File: config.mk
export PLATFORM = sky130hd
export DESIGN_NAME = vvh_front
export DESIGN_NICKNAME = d
export VERILOG_FILES = /design/src/sv/vvh_pkg.sv /design/src/sv/vvh_front.sv
export SDC_FILE = /design/constraint.sdc
export NUM_CORES = 1
export LEC_CHECK = 0
export ABC_AREA = 0
export BUFFER_PORTS_ARGS = -buffer_cell sky130_fd_sc_hd__clkbuf_2
export CAP_MARGIN = 10
export CORE_AREA = 2 2 56 45
export CTS_BUF_LIST = sky130_fd_sc_hd__clkbuf_8
export DETAILED_ROUTE_END_ITERATION = 10
export DIE_AREA = 0 0 58 47
export MAX_ROUTING_LAYER = met4
export PLACE_DENSITY = 0.87
export SLEW_MARGIN = 10
export SYNTH_ARGS = -nofsm -noshare
export SYNTH_HDL_FRONTEND = slang
export SYNTH_SLANG_ARGS = --single-unit
export TNS_END_PERCENT = 50
File: constraint.sdc
create_clock -name clk -period 3.55 [get_ports clk]
set_input_delay 0.355 -clock clk [delete_from_list [all_inputs] [get_ports clk]]
set_output_delay 0.355 -clock clk [all_outputs]
set_load 0.03 [all_outputs]
File: src/sv/vvh_pkg.sv
// Shared constants, types and helpers for the voxel visitation histogram.
// Used by every module of the block; depends on nothing else.
`timescale 1ns / 1ps

package vvh_pkg;

  localparam int DIM_X = 64;
  localparam int DIM_Y = 64;
  localparam int DIM_Z = 64;
  localparam int VOL   = DIM_X * DIM_Y * DIM_Z;
  localparam int IDX_W = $clog2(VOL);

  localparam int COORD_W = 14;
  localparam int VOX_W   = 7;
  localparam int CNT_W   = 32;
  localparam int FRAC_W  = 17;
  localparam int QUO_W   = 16;
  localparam int STEP_W  = $clog2(QUO_W);
  localparam int EPOCH_W = 16;
  localparam int QDEPTH  = 2;

  localparam logic [CNT_W-1:0]   CNT_MAX   = '1;
  localparam logic [FRAC_W-1:0]  FRAC_ONE  = FRAC_W'(1) << QUO_W;
  localparam logic [EPOCH_W-1:0] EPOCH_MAX = '1;
  localparam logic [EPOCH_W-1:0] EPOCH_FIRST = EPOCH_W'(1);

  localparam int CFG_IDX_W = 2;
  localparam logic [CFG_IDX_W-1:0] CFG_SCOPE = 2'd0;
  localparam logic [CFG_IDX_W-1:0] CFG_NORM  = 2'd1;
  localparam logic [CFG_IDX_W-1:0] CFG_TOTAL = 2'd2;

  localparam logic [1:0] SCOPE_ALL  = 2'd0;
  localparam logic [1:0] SCOPE_SEED = 2'd1;
  localparam logic [1:0] SCOPE_ENDS = 2'd2;

  localparam logic ACT_POINT = 1'b0;
  localparam logic ACT_READ  = 1'b1;
  localparam logic SIDE_LEFT = 1'b0;

  typedef struct packed {
    logic             action;
    logic             in_vol;
    logic             sel;
    logic             ends;
    logic [IDX_W-1:0] idx;
  } item_t;

  typedef enum logic [1:0] {
    BK_CLEAR,
    BK_IDLE,
    BK_LOOK,
    BK_DIV
  } back_state_t;

  // Round to the nearest voxel, halves up.
  function automatic logic [VOX_W-1:0] to_voxel(input logic [COORD_W-1:0] c);
    logic [COORD_W:0] sum;
    sum = {1'b0, c} + (COORD_W+1)'(128);
    return sum[COORD_W:8];
  endfunction

endpackage

File: src/sv/vvh_front.sv
// Front end: takes input words, locates the voxel and applies the scope rule.
// Uses vvh_pkg; feeds vvh_queue.
`timescale 1ns / 1ps

module vvh_front (
  input  logic                        clk,
  input  logic                        rst_n,
  input  logic                        in_valid,
  output logic                        in_ready,
  input  logic                        in_action,
  input  logic [vvh_pkg::COORD_W-1:0] in_coord_x,
  input  logic [vvh_pkg::COORD_W-1:0] in_coord_y,
  input  logic [vvh_pkg::COORD_W-1:0] in_coord_z,
  input  logic                        in_side,
  input  logic                        in_first_of_side,
  input  logic                        in_last_of_side,
  input  logic                        in_last_of_streamline,
  input  logic [1:0]                  scope_mode,
  input  logic                        space_ok,
  output logic                        push,
  output vvh_pkg::item_t              push_item
);

  logic                      left_seen_r, left_seen_nxt;
  logic [vvh_pkg::VOX_W-1:0] vx, vy, vz;
  logic [31:0]               idx_full;
  logic                      in_vol, right, sel, is_point;

  assign in_ready = space_ok;
  assign push     = in_valid && in_ready;

  always_comb begin
    vx = vvh_pkg::to_voxel(in_coord_x);
    vy = vvh_pkg::to_voxel(in_coord_y);
    vz = vvh_pkg::to_voxel(in_coord_z);
    in_vol = (32'(vx) < 32'(vvh_pkg::DIM_X)) && (32'(vy) < 32'(vvh_pkg::DIM_Y)) &&
             (32'(vz) < 32'(vvh_pkg::DIM_Z));
    idx_full = (32'(vz) * 32'(vvh_pkg::DIM_Y) + 32'(vy)) * 32'(vvh_pkg::DIM_X) + 32'(vx);
    right    = (in_side != vvh_pkg::SIDE_LEFT);
    is_point = (in_action == vvh_pkg::ACT_POINT);
    case (scope_mode)
      vvh_pkg::SCOPE_ALL:  sel = 1'b1;
      vvh_pkg::SCOPE_SEED: sel = in_first_of_side && (!right || !left_seen_r);
      vvh_pkg::SCOPE_ENDS: sel = in_last_of_side;
      default:             sel = 1'b0;
    endcase
    push_item.action = in_action;
    push_item.in_vol = in_vol;
    push_item.sel    = sel && is_point;
    push_item.ends   = in_last_of_streamline && is_point;
    push_item.idx    = idx_full[vvh_pkg::IDX_W-1:0];

    left_seen_nxt = left_seen_r;
    if (push && is_point) begin
      if (in_last_of_streamline) begin
        left_seen_nxt = 1'b0;
      end else if (!right) begin
        left_seen_nxt = 1'b1;
      end
    end
  end

  always_ff @(posedge clk) begin
    if (!rst_n) begin
      left_seen_r <= 1'b0;
    end else begin
      left_seen_r <= left_seen_nxt;
    end
  end

endmodule

==> out/qor.csv, run 1 <==
metric;value;unit
Final Max Tran Viols;0;
reg2reg path depth;2;
Place WS;0.434;ns
skew final;0;ns
post-CTS sizing;0;
TritonRoute pass-1 iters;4;
CP Capture Type;output pin;
Max-Cap Viols;0;
vias in the first global route;796;
CP endpoint;push_item[17];
setup TNS;0;ns
core box area;0.00218;mm2
Yosys reg bits;1;
# port buffers;55;
Finish-stage setup viols;0;
RR Endpoint;left_seen_r;
status;completed;
cell area after synthesis;885;um2
post-DP HPWL;1.83;mm
slew margin rel.;70.9;%
DR DRC count;0;
largest net degree at the start of global routing;10;
DR WL/cell;10.6;um
WP data arrival;2.74;ns
Hold Violations, Final;0;
Tmin final;3.09;ns
ranking of synthesized cells by area;xnor2_1 (16%), xor2_1 (11%), ha_1 (9.9%);
f_max;323;MHz
R2R Setup Slk;2.92;ns
grt total ovfl;0;
Rows;15;
final instance count without filler cells;190;
Gate Count Post-Synth;117;
CP Max Fanout;6;
first-pass GRT wire length;3.28;mm
area growth from synthesis to layout;28.9;%
via count;963;
DRT Wirelength;2.02;mm
initial DRC count;12;
biggest registers after layout;left_seen_r: 1 flops;
Setup crit start;in_coord_y[9];
top cell type's share of synthesized area;15.8;%
Hold/Removal Path Class;reg2reg;
post-synthesis sequential area ratio;2.26;%
VDD IR-drop max;87.5;uV
Placer Congestion;0.796;
synth unique cells;38;
largest register by flop count;left_seen_r;
RSZ-0062 raised after global routing;no;
Die ar.;0.00273;mm2
crit share post-route;87.1;%
ANT nets after route;0;
leakage power;0.541;nW
diode count;0;
Via density;5.07;
max reg flops;1;
antenna violations before repair;0;
Final Hold Slack;0.493;ns
setup slack after layout;0.457;ns
Die H;47;um
Critical Path RT;3.19;ns
Clock transition at path regs;0;ns
reg2reg start;left_seen_r;
Die W;58;um
Hold Crit Depth;2;
yosys warns;0;
Worst setup SP type;primary input;
Top Ports;77;
hold_buf cts;0;
nets;227;
Crit Path Category;in2out;
Post CTS Setup Buffer Count;0;
mean post-synth cell area;7.56;um2
clock latency on the worst-skew pair;0;ns
pwr dens;146;mW/mm2
share of layout cells above drive strength 1;40.6;%
Starting Density;40.6;%
dpl cells;190;
Total GRT Usage;15.5;%
post-synth top area cell;xnor2_1;
Slew @ Worst Pin;0.435;ns
Synth Net Count;177;
[per-layer routing]
layer  vias to the layer above  GRT usage (%)  part of all wire [%]
met5                         -              -                     0
met4                         0              0                     0
met3                         0              0                   7.7
met2                        41           29.3                    48
met1                       414           20.2                    45
li1                        508              -                     -
[where the power goes]
group | switching (mW) | internal, mW
registers | 0.000167 | 0.0119
logic | 0.0995 | 0.0550
clock network | 0 | 0
total | 0.0997 | 0.0669
[through the flow]
step | utilization [%] | instance area [um2] | power [mW]
final | 52.4 | 1140 | 0.167
after global routing | 52.4 | 1140 | 0.179
after CTS | 52.4 | 1140 | 0.168
after detailed placement | 52.4 | 1140 | 0.167
after global placement | 52.4 | 1140 | 0.165
after floorplan | - | 885 | 0.122
[synthesized netlist by cell type]
cell type,n
nor2_1,6
nor3_1,2
and3_1,2
inv_1,4
a211oi_2,1
nor4_1,1
nand2_4,1
nand2_1,15
or3b_4,1
dfxtp_1,1
a221oi_1,1
a311oi_1,1
or4_4,1
a31oi_4,1
o211ai_2,1
buf_6,1
o21ai_1,3
buf_4,4
mux2i_1,1
and2_1,1
and4_1,1
nand4_2,1
xor2_1,11
nor3_2,2
nand3_2,3
nand2b_1,1
a21oi_1,5
nand4_1,1
a2111oi_0,1
ha_1,7
nand3_1,9
a211oi_1,2
buf_2,2
xnor2_1,16
nand3b_1,2
nor2b_1,2
o21ba_1,1
xnor3_1,1
[area by class of cell]
class                   count  area (um2)
repair buffers             55         275
multi-input cells         105         798
fillers                   225        1040
inverters                   4        15.0
flip-flops and latches      1        20.0
well taps                  25        31.3
[worst min-delay path by stage]
stage,end,slack [ns],start
after floorplan,left_seen_r,0.47,rst_n
after global placement,left_seen_r,0.49,left_seen_r
after detailed placement,left_seen_r,0.50,left_seen_r
after CTS,left_seen_r,0.50,left_seen_r
after global routing,left_seen_r,0.51,left_seen_r
final,left_seen_r,0.49,left_seen_r
[cell usage in the layout, fill, tap and decap left out, types with 2 or more instances in the layout]
cell / synthesis / layout
ha_1: 7 / 7
nand3_2: 3 / 3
nand3b_1: 2 / 2
xnor2_1: 16 / 16
nand2_1: 15 / 15
inv_1: 4 / 4
and3_1: 2 / 2
nor3_1: 2 / 2
xor2_1: 11 / 11
a21oi_1: 5 / 5
nand3_1: 9 / 9
nor2_1: 6 / 6
clkbuf_2: 0 / 55
o21ai_1: 3 / 3
nor3_2: 2 / 2
nor2b_1: 2 / 2
a211oi_1: 2 / 2
[cell families (layout without fill, tap and decap cells)]
logic type	count (synthesis)	after routing	synth area share (%)
flip-flops	1	1	2.26
AND/OR/NAND/NOR	52	52	34.4
AO/OA/AOI/OAI	17	17	15.6
multiplexers	1	1	1.13
XOR/XNOR	28	28	29.3
adder cells (fa/ha/maj)	7	7	9.90
buffers and inverters	11	59	7.50
[worst max-delay path: stages]
cell and delay (ns):
clkbuf_2 0.19, nand3_1 0.19, nor3_1 0.33, ha_1 0.28, ha_1 0.22, xnor3_1 0.39, nor2_1 0.16, nand3_2 0.12
nor3_2 0.15, xnor2_1 0.13, clkbuf_2 0.22
No activity file was read; power rests on OpenSTA's default activity.
==> run 2, diff against run 1 <==
- CORE_AREA: 2 2 56 45 -> 2 2 58 47
- DIE_AREA: 0 0 58 47 -> 0 0 60 49
- PLACE_DENSITY: 0.87 -> 0.81
- SLEW_MARGIN: 10 -> 20
- clock period: 3.55 -> 3.1 ns (I/O delays scaled with it)
==> run 2 against run 1 <==
Compared with the run above: sequential power is 15% higher; first-iteration DRC count grew 42%; critical path type unchanged; combinational power grew 17%; via count is 3.1% higher; utilization shrank 3.5 points; highest routed layer unchanged.
==> out/qor.csv, run 2 (synthesis results as in run 1) <==
metric;value;unit
crit share post-route;88.6;%
biggest registers after layout;left_seen_r: 1 flops;
Post CTS Setup Buffer Count;0;
commonest non-fill, non-tap cells in the layout;clkbuf_2 (55), xnor2_1 (16), nand2_1 (15), xor2_1 (11), nand3_1 (9);
CP max-delay cell;xnor3_1;
Crit Path Category;in2out;
Top Ports;77;
skew final;0;ns
WP data arrival;2.44;ns
clock latency on the worst-skew pair;0;ns
Die ar.;0.00294;mm2
vias in the first global route;926;
hold_buf cts;0;
core box area;0.00242;mm2
Worst setup SP type;primary input;
largest net degree at the start of global routing;10;
VDD IR-drop max;91.6;uV
pwr dens;165;mW/mm2
Die H;49;um
ANT nets after route;0;
Slew @ Worst Pin;0.441;ns
leakage power;0.560;nW
share of layout cells above drive strength 1;42.0;%
CP Capture Type;output pin;
Total GRT Usage;15.1;%
Finish-stage setup viols;0;
DR WL/cell;10.5;um
antenna violations before repair;0;
CP Max Fanout;5;
Max-Cap Viols;0;
max reg flops;1;
Rows;16;
# port buffers;55;
diode count;0;
RSZ-0062 raised after global routing;no;
Die W;60;um
Starting Density;36.5;%
Final Max Tran Viols;0;
DR DRC count;0;
nets;231;
via count;993;
Hold Violations, Final;0;
crit path cell chain;clkbuf_2 -> nand3_1 -> nor3_1 -> ha_1 -> ha_1 -> xnor3_1 -> nor2_1 -> nand3_2 -> nor3_2 -> xnor2_1 -> clkbuf_2;
TritonRoute pass-1 iters;4;
post-DP HPWL;1.97;mm
fillers;265;
Final Util;48.9;%
Tmin final;2.75;ns
setup TNS;0;ns
DRT Wirelength;2.15;mm
Hold/Removal Path Class;reg2reg;
Overall Power;0.195;mW
grt total ovfl;0;
Critical Path RT;2.79;ns
status;completed;
R2R Setup Slk;2.47;ns
Placer Congestion;0.812;
slew margin rel.;70.6;%
post-CTS sizing;0;
Via density;4.84;
Clock transition at path regs;0;ns
most common cell after layout, fill and taps aside;clkbuf_2;
f_max;364;MHz
initial DRC count;17;
first-pass GRT wire length;3.64;mm
area growth from synthesis to layout;33.8;%
largest register by flop count;left_seen_r;
CP max stage delay;0.37;ns
## run 2: final cells by class
cell class | count | area [um2] | area share [%]
sequential | 1 | 20.0 | 1.69
multi-input combinational | 105 | 798 | 67.4
inverter | 4 | 15.0 | 1.27
tap | 36 | 45.0 | 3.81
timing repair buffer | 59 | 305 | 25.8
## run 2: final timing paths
check / cells after the start / from / end
worst max-delay path: 11 / in_coord_y[7] / push_item[17]
worst min-delay path: 2 / left_seen_r / left_seen_r
worst max register to register: 2 / left_seen_r / left_seen_r
worst min register to register: 2 / left_seen_r / left_seen_r
## run 2: routing by layer
metal | track usage (%) | vias up | part of all wire (%)
met1 | 20.3 | 428 | 46
met2 | 26.3 | 42 | 48
li1 | - | 523 | -
met4 | 0.741 | 0 | 0
met5 | - | - | 0
met3 | 0.265 | 0 | 5.7
## run 2: power by group
| part | internal, mW | switching [mW] |
|---|---|---|
| clock network | 0 | 0 |
| logic | 0.0655 | 0.116 |
| registers | 0.0136 | 0.000190 |
| total | 0.0790 | 0.116 |
## run 2: per-stage QoR
| stage | instances | worst slack, ns | area (um2) | hold slack [ns] |
|---|---|---|---|---|
| finish | 205 | 0.354 | 1180 | 0.488 |
| global route | 205 | 0.119 | 1180 | 0.541 |
| CTS | 205 | 0.327 | 1180 | 0.496 |
| detailed placement | 205 | 0.329 | 1180 | 0.496 |
| global placement | 205 | 0.366 | 1180 | 0.496 |
| floorplan | 117 | 0.408 | 885 | 0.424 |
## run 2: critical path, delay by kind of cell
family / cells / cell delay (ns)
and+or+nand+nor: 5 / 0.85
xor gates and xnor gates: 2 / 0.50
adders and majority gates: 2 / 0.41
buffers and inverters: 2 / 0.36
