==> src/sv/vvh_pkg.sv <==
// Shared constants, types and helpers for the voxel visitation histogram.
// Used by every module of the block; depends on nothing else.
`timescale 1ns / 1ps

package vvh_pkg;

  localparam int DIM_X = 64;
  localparam int DIM_Y = 64;
  localparam int DIM_Z = 64;
  localparam int VOL   = DIM_X * DIM_Y * DIM_Z;
  localparam int IDX_W = $clog2(VOL);

  localparam int COORD_W = 14;
  localparam int VOX_W   = 7;
  localparam int CNT_W   = 32;
  localparam int FRAC_W  = 17;
  localparam int QUO_W   = 16;
  localparam int STEP_W  = $clog2(QUO_W);
  localparam int EPOCH_W = 16;
  localparam int QDEPTH  = 2;

  localparam logic [CNT_W-1:0]   CNT_MAX   = '1;
  localparam logic [FRAC_W-1:0]  FRAC_ONE  = FRAC_W'(1) << QUO_W;
  localparam logic [EPOCH_W-1:0] EPOCH_MAX = '1;
  localparam logic [EPOCH_W-1:0] EPOCH_FIRST = EPOCH_W'(1);

  localparam int CFG_IDX_W = 2;
  localparam logic [CFG_IDX_W-1:0] CFG_SCOPE = 2'd0;
  localparam logic [CFG_IDX_W-1:0] CFG_NORM  = 2'd1;
  localparam logic [CFG_IDX_W-1:0] CFG_TOTAL = 2'd2;

  localparam logic [1:0] SCOPE_ALL  = 2'd0;
  localparam logic [1:0] SCOPE_SEED = 2'd1;
  localparam logic [1:0] SCOPE_ENDS = 2'd2;

  localparam logic ACT_POINT = 1'b0;
  localparam logic ACT_READ  = 1'b1;
  localparam logic SIDE_LEFT = 1'b0;

  typedef struct packed {
    logic             action;
    logic             in_vol;
    logic             sel;
    logic             ends;
    logic [IDX_W-1:0] idx;
  } item_t;

  typedef enum logic [1:0] {
    BK_CLEAR,
    BK_IDLE,
    BK_LOOK,
    BK_DIV
  } back_state_t;

  // Round to the nearest voxel, halves up.
  function automatic logic [VOX_W-1:0] to_voxel(input logic [COORD_W-1:0] c);
    logic [COORD_W:0] sum;
    sum = {1'b0, c} + (COORD_W+1)'(128);
    return sum[COORD_W:8];
  endfunction

endpackage

==> src/sv/vvh_queue.sv <==
// Short FIFO of classified items between the front and back ends.
// Uses vvh_pkg for the item type and depth.
`timescale 1ns / 1ps

module vvh_queue (
  input  logic           clk,
  input  logic           rst_n,
  input  logic           push,
  input  vvh_pkg::item_t push_item,
  input  logic           pop,
  output logic           full,
  output logic           head_valid,
  output vvh_pkg::item_t head_item
);

  localparam int PTR_W = $clog2(vvh_pkg::QDEPTH);
  localparam int CNT_W = $clog2(vvh_pkg::QDEPTH + 1);

  vvh_pkg::item_t   slot_r [vvh_pkg::QDEPTH];
  logic [PTR_W-1:0] wr_ptr_r, wr_ptr_nxt, rd_ptr_r, rd_ptr_nxt;
  logic [CNT_W-1:0] fill_r, fill_nxt;

  assign full       = (fill_r == CNT_W'(vvh_pkg::QDEPTH));
  assign head_valid = (fill_r != '0);
  assign head_item  = slot_r[rd_ptr_r];

  always_comb begin
    wr_ptr_nxt = push ? wr_ptr_r + PTR_W'(1) : wr_ptr_r;
    rd_ptr_nxt = pop ? rd_ptr_r + PTR_W'(1) : rd_ptr_r;
    fill_nxt   = fill_r + CNT_W'(push) - CNT_W'(pop);
  end

  always_ff @(posedge clk) begin
    if (!rst_n) begin
      wr_ptr_r <= '0;
      rd_ptr_r <= '0;
      fill_r   <= '0;
    end else begin
      wr_ptr_r <= wr_ptr_nxt;
      rd_ptr_r <= rd_ptr_nxt;
      fill_r   <= fill_nxt;
    end
  end

  always_ff @(posedge clk) begin
    if (push) begin
      slot_r[wr_ptr_r] <= push_item;
    end
  end

endmodule

==> config.mk <==
export PLATFORM = sky130hd
export DESIGN_NAME = vvh_queue
export DESIGN_NICKNAME = d
export VERILOG_FILES = /design/src/sv/vvh_pkg.sv /design/src/sv/vvh_queue.sv
export SDC_FILE = /design/constraint.sdc
export NUM_CORES = 1
export LEC_CHECK = 0
export BUFFER_PORTS_ARGS = -buffer_cell sky130_fd_sc_hd__buf_2
export CAP_MARGIN = 20
export CORE_MARGIN = 2
export CORE_UTILIZATION = 30
export CTS_CLUSTER_SIZE = 30
export DETAILED_ROUTE_END_ITERATION = 10
export GPL_ROUTABILITY_DRIVEN = 0
export SETUP_SLACK_MARGIN = 0.02
export SLEW_MARGIN = 15
export SYNTH_ARGS = -nofsm -noshare
export SYNTH_HDL_FRONTEND = slang
export SYNTH_SLANG_ARGS = --single-unit
export TNS_END_PERCENT = 100
==> constraint.sdc <==
create_clock -name clk -period 2.9 [get_ports clk]
set_input_delay 0.29 -clock clk [delete_from_list [all_inputs] [get_ports clk]]
set_output_delay 0.29 -clock clk [all_outputs]
set_load 0.05 [all_outputs]
==> metrics.txt, run 1 <==
outcome completed; Logic pwr share 0.204; relative slew slack 0.683; Int Pwr 0.00108 W; Slew Viols, Final 0; CTS tree yes; critical path arrival 1.47 ns; NumNets Final 174; grt total ovfl 0; Layout Area Growth over Synthesis 24.0%; Max IR drop VDD 0.000318 V; Residual DRC 0; period utilization 0.609; Hold Vio Cnt, Final 0; setup TNS 0 ns; max frequency 567 MHz; register area share after synthesis 0.781; initial antenna violation count 0; routed wire length 2830 µm; Die W 81.9 µm; final setup skew 0.00329 ns; Crit Path Max Fanout 22; Initial DRC Count 27; vias in the first global route 918; max-cap violation count 0; Mapped Area 0.00182 mm²; fin crit period 1.76 ns; top cells by count, synth edfxtp_1 (44), mux2_2 (22), dfxtp_1 (5); required time worst endpoint 2.61 ns; Post-CTS Resized 0; Yosys warnings 0; first-pass GRT wire length 4060 µm; WS Path Type flop to output port; Via-to-Cell Ratio 4.10; clock latency on the worst-skew pair 0.29 ns; hpwl dp 1910 µm; CTS Hold Buffers Added 0; input/output buffers 49; largest cells by area after synthesis edfxtp_1 (73%), mux2_2 (14%), dfxtp_1 (5.5%), and2_1 (1.4%), ha_1 (1.4%); Max clock buf depth 2; top cell type's share of synthesized area 0.726; # fillers 569; final instance area 0.00226 mm²; post-synthesis cell type count 12; dpl cell area 0.00215 mm²; number of flops mapped to enable cells by yosys 44; DR WL/cell 12.7 µm; Worst Setup Start Kind flop; diodes inserted 0; Worst Hold Class input pin to flop; TritonRoute pass-1 iters 2; switching share of total power 0.282; net switching power figure 0.000425 W; final hold slack 0.187 ns; I/O pin total 50; top-count cell post-synth edfxtp_1; # setup viols final 0; Worst Max-Slew Pin Slew 0.476 ns; ys async rst share 0; CTS buffer count 5; vias post-DR 911; Initial Util 0.309; Synth Register Bits 49; Post-CTS Setup Bufs 0; Power Density 668 mW/mm²; Worst Setup End Kind output port; DRT antenna net count 0; unrepaired setup endpoints after global routing false; share of layout cells above drive strength 1 0.565; die height 81.9 µm; cell count after synthesis 89; total track usage 0.0853; Syn Nets 117; ys flop type edfxtp_1; Sink Count 49; largest area contributor in the netlist edfxtp_1; htree depth 2; die area 0.00670 mm²; Root Driver clkbuf_8; largest net degree at the start of global routing 23; Worst-path clk slew 0.08 ns; total core area 0.00589 mm²; clock group share of total power 0.248; Post-Syn Area per Cell 20.4 µm²; leak pwr 0.855 nW; Rows 28; sequential fraction of design power 0.548
[power groups by stage]
| stage | clock, W | combinational, W | sequential, W |
|---|---|---|---|
| final | 0.000373 | 0.000308 | 0.000827 |
| after global routing | 0.000427 | 0.000326 | 0.000831 |
| after CTS | 0.000395 | 0.000311 | 0.000828 |
| after detailed placement | 0 | 0.000310 | 0.000844 |
| after global placement | 0 | 0.000304 | 0.000841 |
| after floorplan | 0 | 0.000240 | 0.000841 |
[kinds of logic (layout without fill, tap and decap cells)]
logic type | Yosys count | after routing | synth area share
DFF | 49 | 49 | 0.781
muxes | 22 | 22 | 0.136
and+or+nand+nor | 9 | 9 | 0.0309
buffers and inverters | 4 | 62 | 0.0165
adders and majority gates | 2 | 2 | 0.0138
xor gates and xnor gates | 2 | 2 | 0.0172
AOI/OAI and AO/OA | 1 | 1 | 0.00413
[final timing paths]
path | end | from | cells past startpoint | slack (ns)
max | head_item[6] | flop | 3 | 1.14
min | slot_r[0][15] | push_item[15] | 1 | 0.19
max reg2reg | slot_r[1][12] | wr_ptr_r | 2 | 1.59
min reg2reg | rd_ptr_r | rd_ptr_r | 2 | 0.58
[metrics by stage]
step           total power (W)   util  cells  setup slack, ns
2_1_floorplan          0.00108      -     89             1.15
3_3_place_gp           0.00115  0.366    213             1.28
3_5_place_dp           0.00115  0.366    213             1.23
4_1_cts                0.00153  0.381    221             1.09
5_1_grt                0.00158  0.383    222             1.06
6_report               0.00151  0.383    222             1.14
[state kept, by name, indices dropped and copies added (netlist names), named ones only]
| signal | cells |
|---|---|
| fill_r | 2 |
| wr_ptr_r | 1 |
| slot_r | 44 |
| rd_ptr_r | 1 |
[area by class of cell]
type	count	area, µm²	share of cell area
inverters	2	7.51	0.00333
flip-flops and latches	49	1420	0.630
repair buffers	52	275	0.122
clock inverters	2	15.0	0.00666
clock buffers	6	72.6	0.0322
well taps	75	93.8	0.0416
multi-input cells	36	370	0.164
[cells in the final DEF (no fill, tap or decap)]
cell        netlist  final
buf_2             0     49
edfxtp_1         44     44
mux2_2           22     22
dfxtp_1           5      5
clkbuf_8          0      5
and2_1            4      4
nor2b_1           4      3
inv_1             2      2
ha_1              2      2
clkinvlp_4        0      2
buf_4             0      2
nor2b_2           0      1
or2_2             1      1
xor2_1            1      1
o21a_1            1      1
xnor3_1           1      1
clkbuf_1          0      1
buf_8             0      1
[per-layer routing]
metal  track usage  wire length, µm  up-vias
met5             0                0        -
met4        0.0600               62        0
met3        0.0220              194        5
met2         0.153             1430       34
met1        0.0853             1140      426
li1              -                -      446
[worst max-delay path, cell delays in order, from the launching register on]
cell	delay, ns
dfxtp_1	0.31
buf_4	0.29
mux2_2	0.38
buf_2	0.21
Power figures use the tool's default switching activity.
==> run 2, diff against run 1 <==
--- a/config.mk
+++ b/config.mk
@@ -5,6 +5,7 @@
 export SDC_FILE = /design/constraint.sdc
 export NUM_CORES = 1
 export LEC_CHECK = 0
+export ABC_AREA = 1
 export BUFFER_PORTS_ARGS = -buffer_cell sky130_fd_sc_hd__buf_2
 export CAP_MARGIN = 20
 export CORE_MARGIN = 2
==> constraint.sdc (replaced) <==
create_clock -name clk -period 1.42 [get_ports clk]
set_input_delay 0.142 -clock clk [delete_from_list [all_inputs] [get_ports clk]]
set_output_delay 0.142 -clock clk [all_outputs]
set_load 0.05 [all_outputs]
==> run 2 against run 1 <==
Largest cell class unchanged. The run now ends with negative setup slack left. Clock power grew to 2.5 times the previous value. Flip-flop and latch count is the same. Sequential power grew 100%. Utilization grew 6.7 points. Die area down 0.12%.
==> metrics.txt, run 2 <==
Via-to-Cell Ratio 4.39 (+7.1%); Yosys warnings 0 (unchanged); commonest non-fill, non-tap cell in the layout edfxtp_1; htree depth 2 (unchanged); Synth Register Bits 49 (unchanged); Root Driver clkbuf_8; Crit Path Max Fanout 7 (-68%); WS Path Type flop to output port; input/output buffers 49 (unchanged); CTS Hold Buffers Added 0 (unchanged); dpl ws 0.138 ns (-1.09 ns); Initial Util 0.309 (-0.000425); hpwl dp 2330 µm (+22%); number of flops mapped to enable cells by yosys 44 (unchanged); area of the multi-input gates 432 µm² (+17%); top cells by count, synth edfxtp_1 (44), mux2_2 (22), nand2_1 (9); ys flop type edfxtp_1; largest cells by area after synthesis edfxtp_1 (73%), mux2_2 (14%), dfxtp_1 (5.5%), nand2_1 (1.9%), nor2_1 (1.7%); diodes inserted 0 (unchanged); NumNets Final 191 (+9.8%); share of layout cells above drive strength 1 0.537 (-0.0280); total core area 0.00589 mm² (unchanged); clock latency on the worst-skew pair 0.29 ns (about the same); die height 81.8 µm (about the same); register area share after synthesis 0.782 (+0.00108); max-cap violation count 0 (unchanged); post-synthesis cell type count 10 (-2); top-count cell post-synth edfxtp_1; outcome finished, violations left; leak pwr 1.09 nW (+28%); Initial DRC Count 43 (+59%); largest net degree at the start of global routing 16 (-30%); final setup skew 0.00368 ns (+0.000394 ns); Worst Setup End Kind output port; relative slew slack 0.833 (+0.150); Mapped Area 0.00182 mm² (-0.14%); Rows 28 (unchanged); Hold Vio Cnt, Final 0 (unchanged); die area 0.00669 mm² (-0.12%); TritonRoute pass-1 iters 4 (+2); critical path arrival 1.33 ns (-0.14 ns); I/O pin total 50 (unchanged); max FFs per register 44 (unchanged); Sink Count 49 (unchanged); vias in the first global route 1049 (+14%); FF-to-FF setup slack 0.10 ns (-1.49 ns); Layout Area Growth over Synthesis 46.0%; Worst path slowest cell dfxtp_4; ys async rst share 0 (unchanged); unrepaired setup endpoints after global routing true; setup TNS -0.826 ns (-0.826 ns); # fillers 524 (-7.9%); failing checks negative setup slack; Residual DRC 0 (unchanged); Worst Hold Class input pin to flop; max frequency 681 MHz; period utilization 1.03; Worst-path clk slew 0.08 ns (about the same); Power Density 1280 mW/mm² (+91%); routed wire length 3340 µm (+18%); crit path cell chain buf_8, mux2_4, buf_8; Max IR drop VDD 0.000493 V (+55%); RR Startpoint fill_r[0]; worst r2r dst fill_r[1]; DP Cell Count 229 (+7.5%); worst hold stages 1 (unchanged); Max clock buf depth 2 (unchanged); Post-CTS Setup Bufs 0 (unchanged); first-pass GRT wire length 4730 µm (+16%); Worst Max-Slew Pin Slew 0.253 ns (-0.223 ns); critical path's largest stage delay 0.41 ns (+0.03 ns); Worst Slack Setup Final -0.0488 ns (-1.18 ns); Die W 81.8 µm (about the same); cell count after synthesis 101 (+13%); Largest Register slot_r; R2R cell count 9 (+7); largest area contributor in the netlist edfxtp_1; Seq. cell area 0.00143 mm² (+0.26%); non-filler cells, final 239 (+7.7%); # setup viols final 22 (+22); Post-Syn Area per Cell 18.0 µm² (-12%); total track usage 0.0969 (+0.0116); Syn Nets 129 (+10%); initial antenna violation count 0 (unchanged); grt total ovfl 0 (unchanged); Worst Setup Start Kind flop; HP Start push_item[10]; Hold Path End slot_r[0][10]; vias post-DR 1050 (+15%); Slew Viols, Final 0 (unchanged); top cell type's share of synthesized area 0.727 (+0.00100); DRT antenna net count 0 (unchanged); CTS buffer count 5 (unchanged); required time worst endpoint 1.28 ns (-1.33 ns); DR WL/cell 14.0 µm (+9.6%); cell mode on critical path buf_8; CTS tree yes; final core utilization 0.451 (+0.0674); fin crit period 1.47 ns; most frequent cells in the layout edfxtp_1 (44), buf_2 (27), buf_8 (25); Top Registers slot_r (44), fill_r (2)
## run 2: changes by cell type in the layout (fill, tap and decap cells not counted), moves of 2 or more
| cell | delta |
|---|---|
| and2_1 | -4 |
| buf_2 | -22 |
| buf_4 | +2 |
| buf_8 | +24 |
| inv_1 | +5 |
| mux2_2 | -22 |
| mux2_4 | +22 |
| nand2_1 | +9 |
| nor2_1 | +7 |
| nor2b_1 | -3 |
## run 2: final cells by class
type | instances | area share
tap | 75 | 0.0354
clock buffer | 5 | 0.0259
inverter | 7 | 0.00991
clock inverter | 3 | 0.0156
sequential | 49 | 0.537
multi-input combinational | 43 | 0.163
timing repair buffer | 57 | 0.213
## run 2: worst max path at each step
stage | start | endpoint | slack, ns | cells after the start
floorplan | wr_ptr_r | slot_r[0][0] | 0.11 | 1
global placement | flop | head_item[5] | 0.19 | 3
detailed placement | fill_r[0] | fill_r[1] | 0.14 | 8
CTS | flop | head_item[21] | -0.07 | 3
global route | flop | head_item[15] | -0.09 | 3
finish | flop | head_item[15] | -0.05 | 3
## run 2: what timing repair did
item,in CTS,in global routing
gates cloned,1,1
resized for setup,57,40
endpoints found under the setup margin,22,22
## run 2: per-stage QoR
step | total power (W) | hold WS (ns) | cell area, µm²
floorplan | 0.00212 | 0.235 | 1820
global placement | 0.00225 | 0.331 | 2180
detailed placement | 0.00227 | 0.336 | 2180
CTS | 0.00332 | 0.0215 | 2480
global route | 0.00351 | 0.0220 | 2650
finish | 0.00338 | 0.0311 | 2650
## run 2: kinds of logic after synthesis
logic type,synth area share
AOI/OAI and AO/OA,0.00275
adders and majority gates,0.0138
buffers and inverters,0.0269
DFF,0.782
muxes,0.136
and+or+nand+nor,0.0379
## run 2: metal layers
metal | vias to the layer above | wire length (µm) | track usage
li1 | 489 | - | -
met2 | 48 | 1770 | 0.184
met5 | - | 0 | 0
met1 | 509 | 1280 | 0.0971
met3 | 4 | 259 | 0.0363
met4 | 0 | 26 | 0.0300
## run 2: worst max-delay path, delay by kind of cell, from the launching register on
kind | cells | cell delay, ns
buffers and inverters | 2 | 0.30
flip-flops | 1 | 0.41
multiplexers | 1 | 0.32
## run 2: report_power, final
part           switching (W)  total, W  internal, W
sequential         0.0000299   0.00169      0.00166
combinational       0.000421  0.000748     0.000327
clock               0.000429  0.000947     0.000518
total               0.000880   0.00338      0.00250
==> run 3, diff against run 2 <==
--- a/config.mk
+++ b/config.mk
@@ -9,10 +9,11 @@
 export BUFFER_PORTS_ARGS = -buffer_cell sky130_fd_sc_hd__buf_2
 export CAP_MARGIN = 20
 export CORE_MARGIN = 2
-export CORE_UTILIZATION = 30
+export CORE_UTILIZATION = 46
 export CTS_CLUSTER_SIZE = 30
 export DETAILED_ROUTE_END_ITERATION = 10
 export GPL_ROUTABILITY_DRIVEN = 0
+export PLACE_DENSITY = 0.74
 export SETUP_SLACK_MARGIN = 0.02
 export SLEW_MARGIN = 15
 export SYNTH_ARGS = -nofsm -noshare
==> run 3 against run 2 <==
The run still ends with negative setup slack left. Global-route usage grew 5.7 points. Fmax shrank 1.1%. Critical path depth stayed put. Via count is 3.2% lower. Count of clock-buffer cells in the layout stayed put. Sequential share of layout area is 4.1 points higher. Routed wire length shrank 6.8%. Clock skew about the same. Final area is 7.2% lower. Hold slack hardly changed.
==> metrics.txt, run 3 (synthesized netlist as in run 2, its figures left out) <==
diodes inserted 0 (unchanged); first-pass GRT wire length 4800 µm (+1.5%); grt total ovfl 0 (unchanged); CTS buffer count 5 (unchanged); unrepaired setup endpoints after global routing true; required time worst endpoint 1.28 ns (about the same); routed wire length 3110 µm (-6.8%); Die W 66.8 µm (-18%); htree depth 2 (unchanged); leak pwr 0.992 nW (-9.4%); Worst Setup Start Kind flop; sequential fraction of design power 0.488 (-0.011); hpwl dp 2080 µm (-11%); area of the multi-input gates 357 µm² (-17%); most frequent cells in the layout edfxtp_1 (44), buf_2 (27), buf_6 (22); RR Startpoint fill_r[0]; I/O pin total 50 (unchanged); vias post-DR 1016 (-3.2%); WP buf/inv 2 (unchanged); non-filler cells, final 210 (-12%); final core utilization 0.663 (+0.212); dpl cell area 0.00215 mm² (-1.3%); vias in the first global route 1038 (-1.0%); period utilization 1.05 (+0.0113); Root Driver clkbuf_8; max frequency 673 MHz (-1.1%); commonest non-fill, non-tap cell in the layout edfxtp_1; Max IR drop VDD 0.000828 V (+68%); # setup viols final 22 (unchanged); die area 0.00447 mm² (-33%); total track usage 0.154 (+0.0572); Worst Hold Class input pin to flop; initial antenna violation count 0 (unchanged); TritonRoute pass-1 iters 4 (unchanged); die height 66.8 µm (-18%); setup TNS -1.12 ns (-0.298 ns); clock latency on the worst-skew pair 0.29 ns (about the same); max FFs per register 44 (unchanged); input/output buffers 49 (unchanged); Logic pwr share 0.187 (-0.034); Worst Max-Slew Pin Slew 0.250 ns (-0.00222 ns); Slew Viols, Final 0 (unchanged); failing checks negative setup slack; Initial DRC Count 55 (+28%); Int Pwr 0.00261 W (+4.0%); fin crit period 1.48 ns (+0.0160 ns); Worst-path clk slew 0.08 ns (about the same); relative slew slack 0.834 (+0.00147); final instance area 0.00246 mm² (-7.2%); DRT antenna net count 0 (unchanged); critical path arrival 1.34 ns (about the same); Worst Slack Setup Final -0.0648 ns (-0.0160 ns); Sink Count 49 (unchanged); Worst path slowest cell dfxtp_4; CP top delay family flip-flops; Crit Path Max Fanout 11 (+4); Power Density 1400 mW/mm² (+9.9%); Initial Util 0.489 (+0.180); DP Cell Count 201 (-12%); # fillers 260 (-50%); DR WL/cell 14.8 µm (+6.1%); HP Start push_item[7]; Layout Area Growth over Synthesis 35.5%; CTS tree yes; total core area 0.00372 mm² (-37%); crit path cell chain buf_12, mux2_2, buf_6; critical path's largest stage delay 0.39 ns (-0.02 ns); Top Registers slot_r (44), fill_r (2); max-cap violation count 0 (unchanged); final setup skew 0.00352 ns (-0.000159 ns); Worst Setup End Kind output port; outcome finished, violations left; Hold Vio Cnt, Final 0 (unchanged); Rows 22 (-21%); Max clock buf depth 2 (unchanged); largest net degree at the start of global routing 16 (unchanged); Seq. cell area 0.00143 mm² (unchanged); net switching power figure 0.000848 W (-3.6%); Largest Register slot_r; Residual DRC 0 (unchanged); Pwr Total 0.00345 W (+2.0%); Via-to-Cell Ratio 4.84 (+10%); share of layout cells above drive strength 1 0.537 (about the same); clock group share of total power 0.324 (+0.044); WS Path Type flop to output port; NumNets Final 189 (-1.0%); switching share of total power 0.246 (-0.0144)
-- run 3: final cells by class --
class                      instances  share of cell area
clock inverter                     3              0.0264
multi-input combinational         43               0.145
inverter                           7              0.0107
tap                               48              0.0244
sequential                        49               0.579
timing repair buffer              55               0.187
clock buffer                       5              0.0279
-- run 3: worst paths after layout --
kind / to / slack, ns / cells after the start
worst min register to register: rd_ptr_r / 0.52 / 2
worst min-delay path: slot_r[0][7] / 0.03 / 1
worst max register to register: fill_r[1] / 0.12 / 8
worst max-delay path: head_item[14] / -0.06 / 3
-- run 3: per-stage QoR --
stage | hold WS [ns] | setup slack (ns)
after floorplan | 0.235 | 0.107
after global placement | 0.331 | 0.198
after detailed placement | 0.335 | 0.121
after CTS | 0.0213 | -0.0723
after global routing | 0.0132 | -0.0997
final | 0.0309 | -0.0648
-- run 3: repair_timing --
item / CTS / global route
buffers inserted: 0 / 0
pin swaps: 0 / 0
hold buffers: 0 / 0
cloned: 1 / 0
endpoints found under the setup margin: 22 / 22
gates resized for setup: 48 / 1
-- run 3: worst register-to-register path, stage by stage (launching register included) --
cell and delay (ns):
dfxtp_1 0.34, inv_1 0.06, ha_1 0.27, inv_1 0.04, ha_1 0.18, inv_1 0.05
nand2_1 0.06, a21oi_1 0.13, nor2_1 0.06
-- run 3: power groups by stage --
| stage | clock, W | combinational [W] | sequential [W] |
|---|---|---|---|
| 2_1_floorplan | 0 | 0.000405 | 0.00171 |
| 3_3_place_gp | 0 | 0.000534 | 0.00171 |
| 3_5_place_dp | 0 | 0.000551 | 0.00172 |
| 4_1_cts | 0.00114 | 0.000651 | 0.00169 |
| 5_1_grt | 0.00120 | 0.000685 | 0.00169 |
| 6_report | 0.00112 | 0.000647 | 0.00169 |
-- run 3: layer usage --
layer  track usage  wire (µm)  up-vias
met3        0.0557        179        7
met1         0.161       1140      496
met4        0.0587         42        0
li1              -          -      486
met5             0          0        -
met2         0.280       1740       27
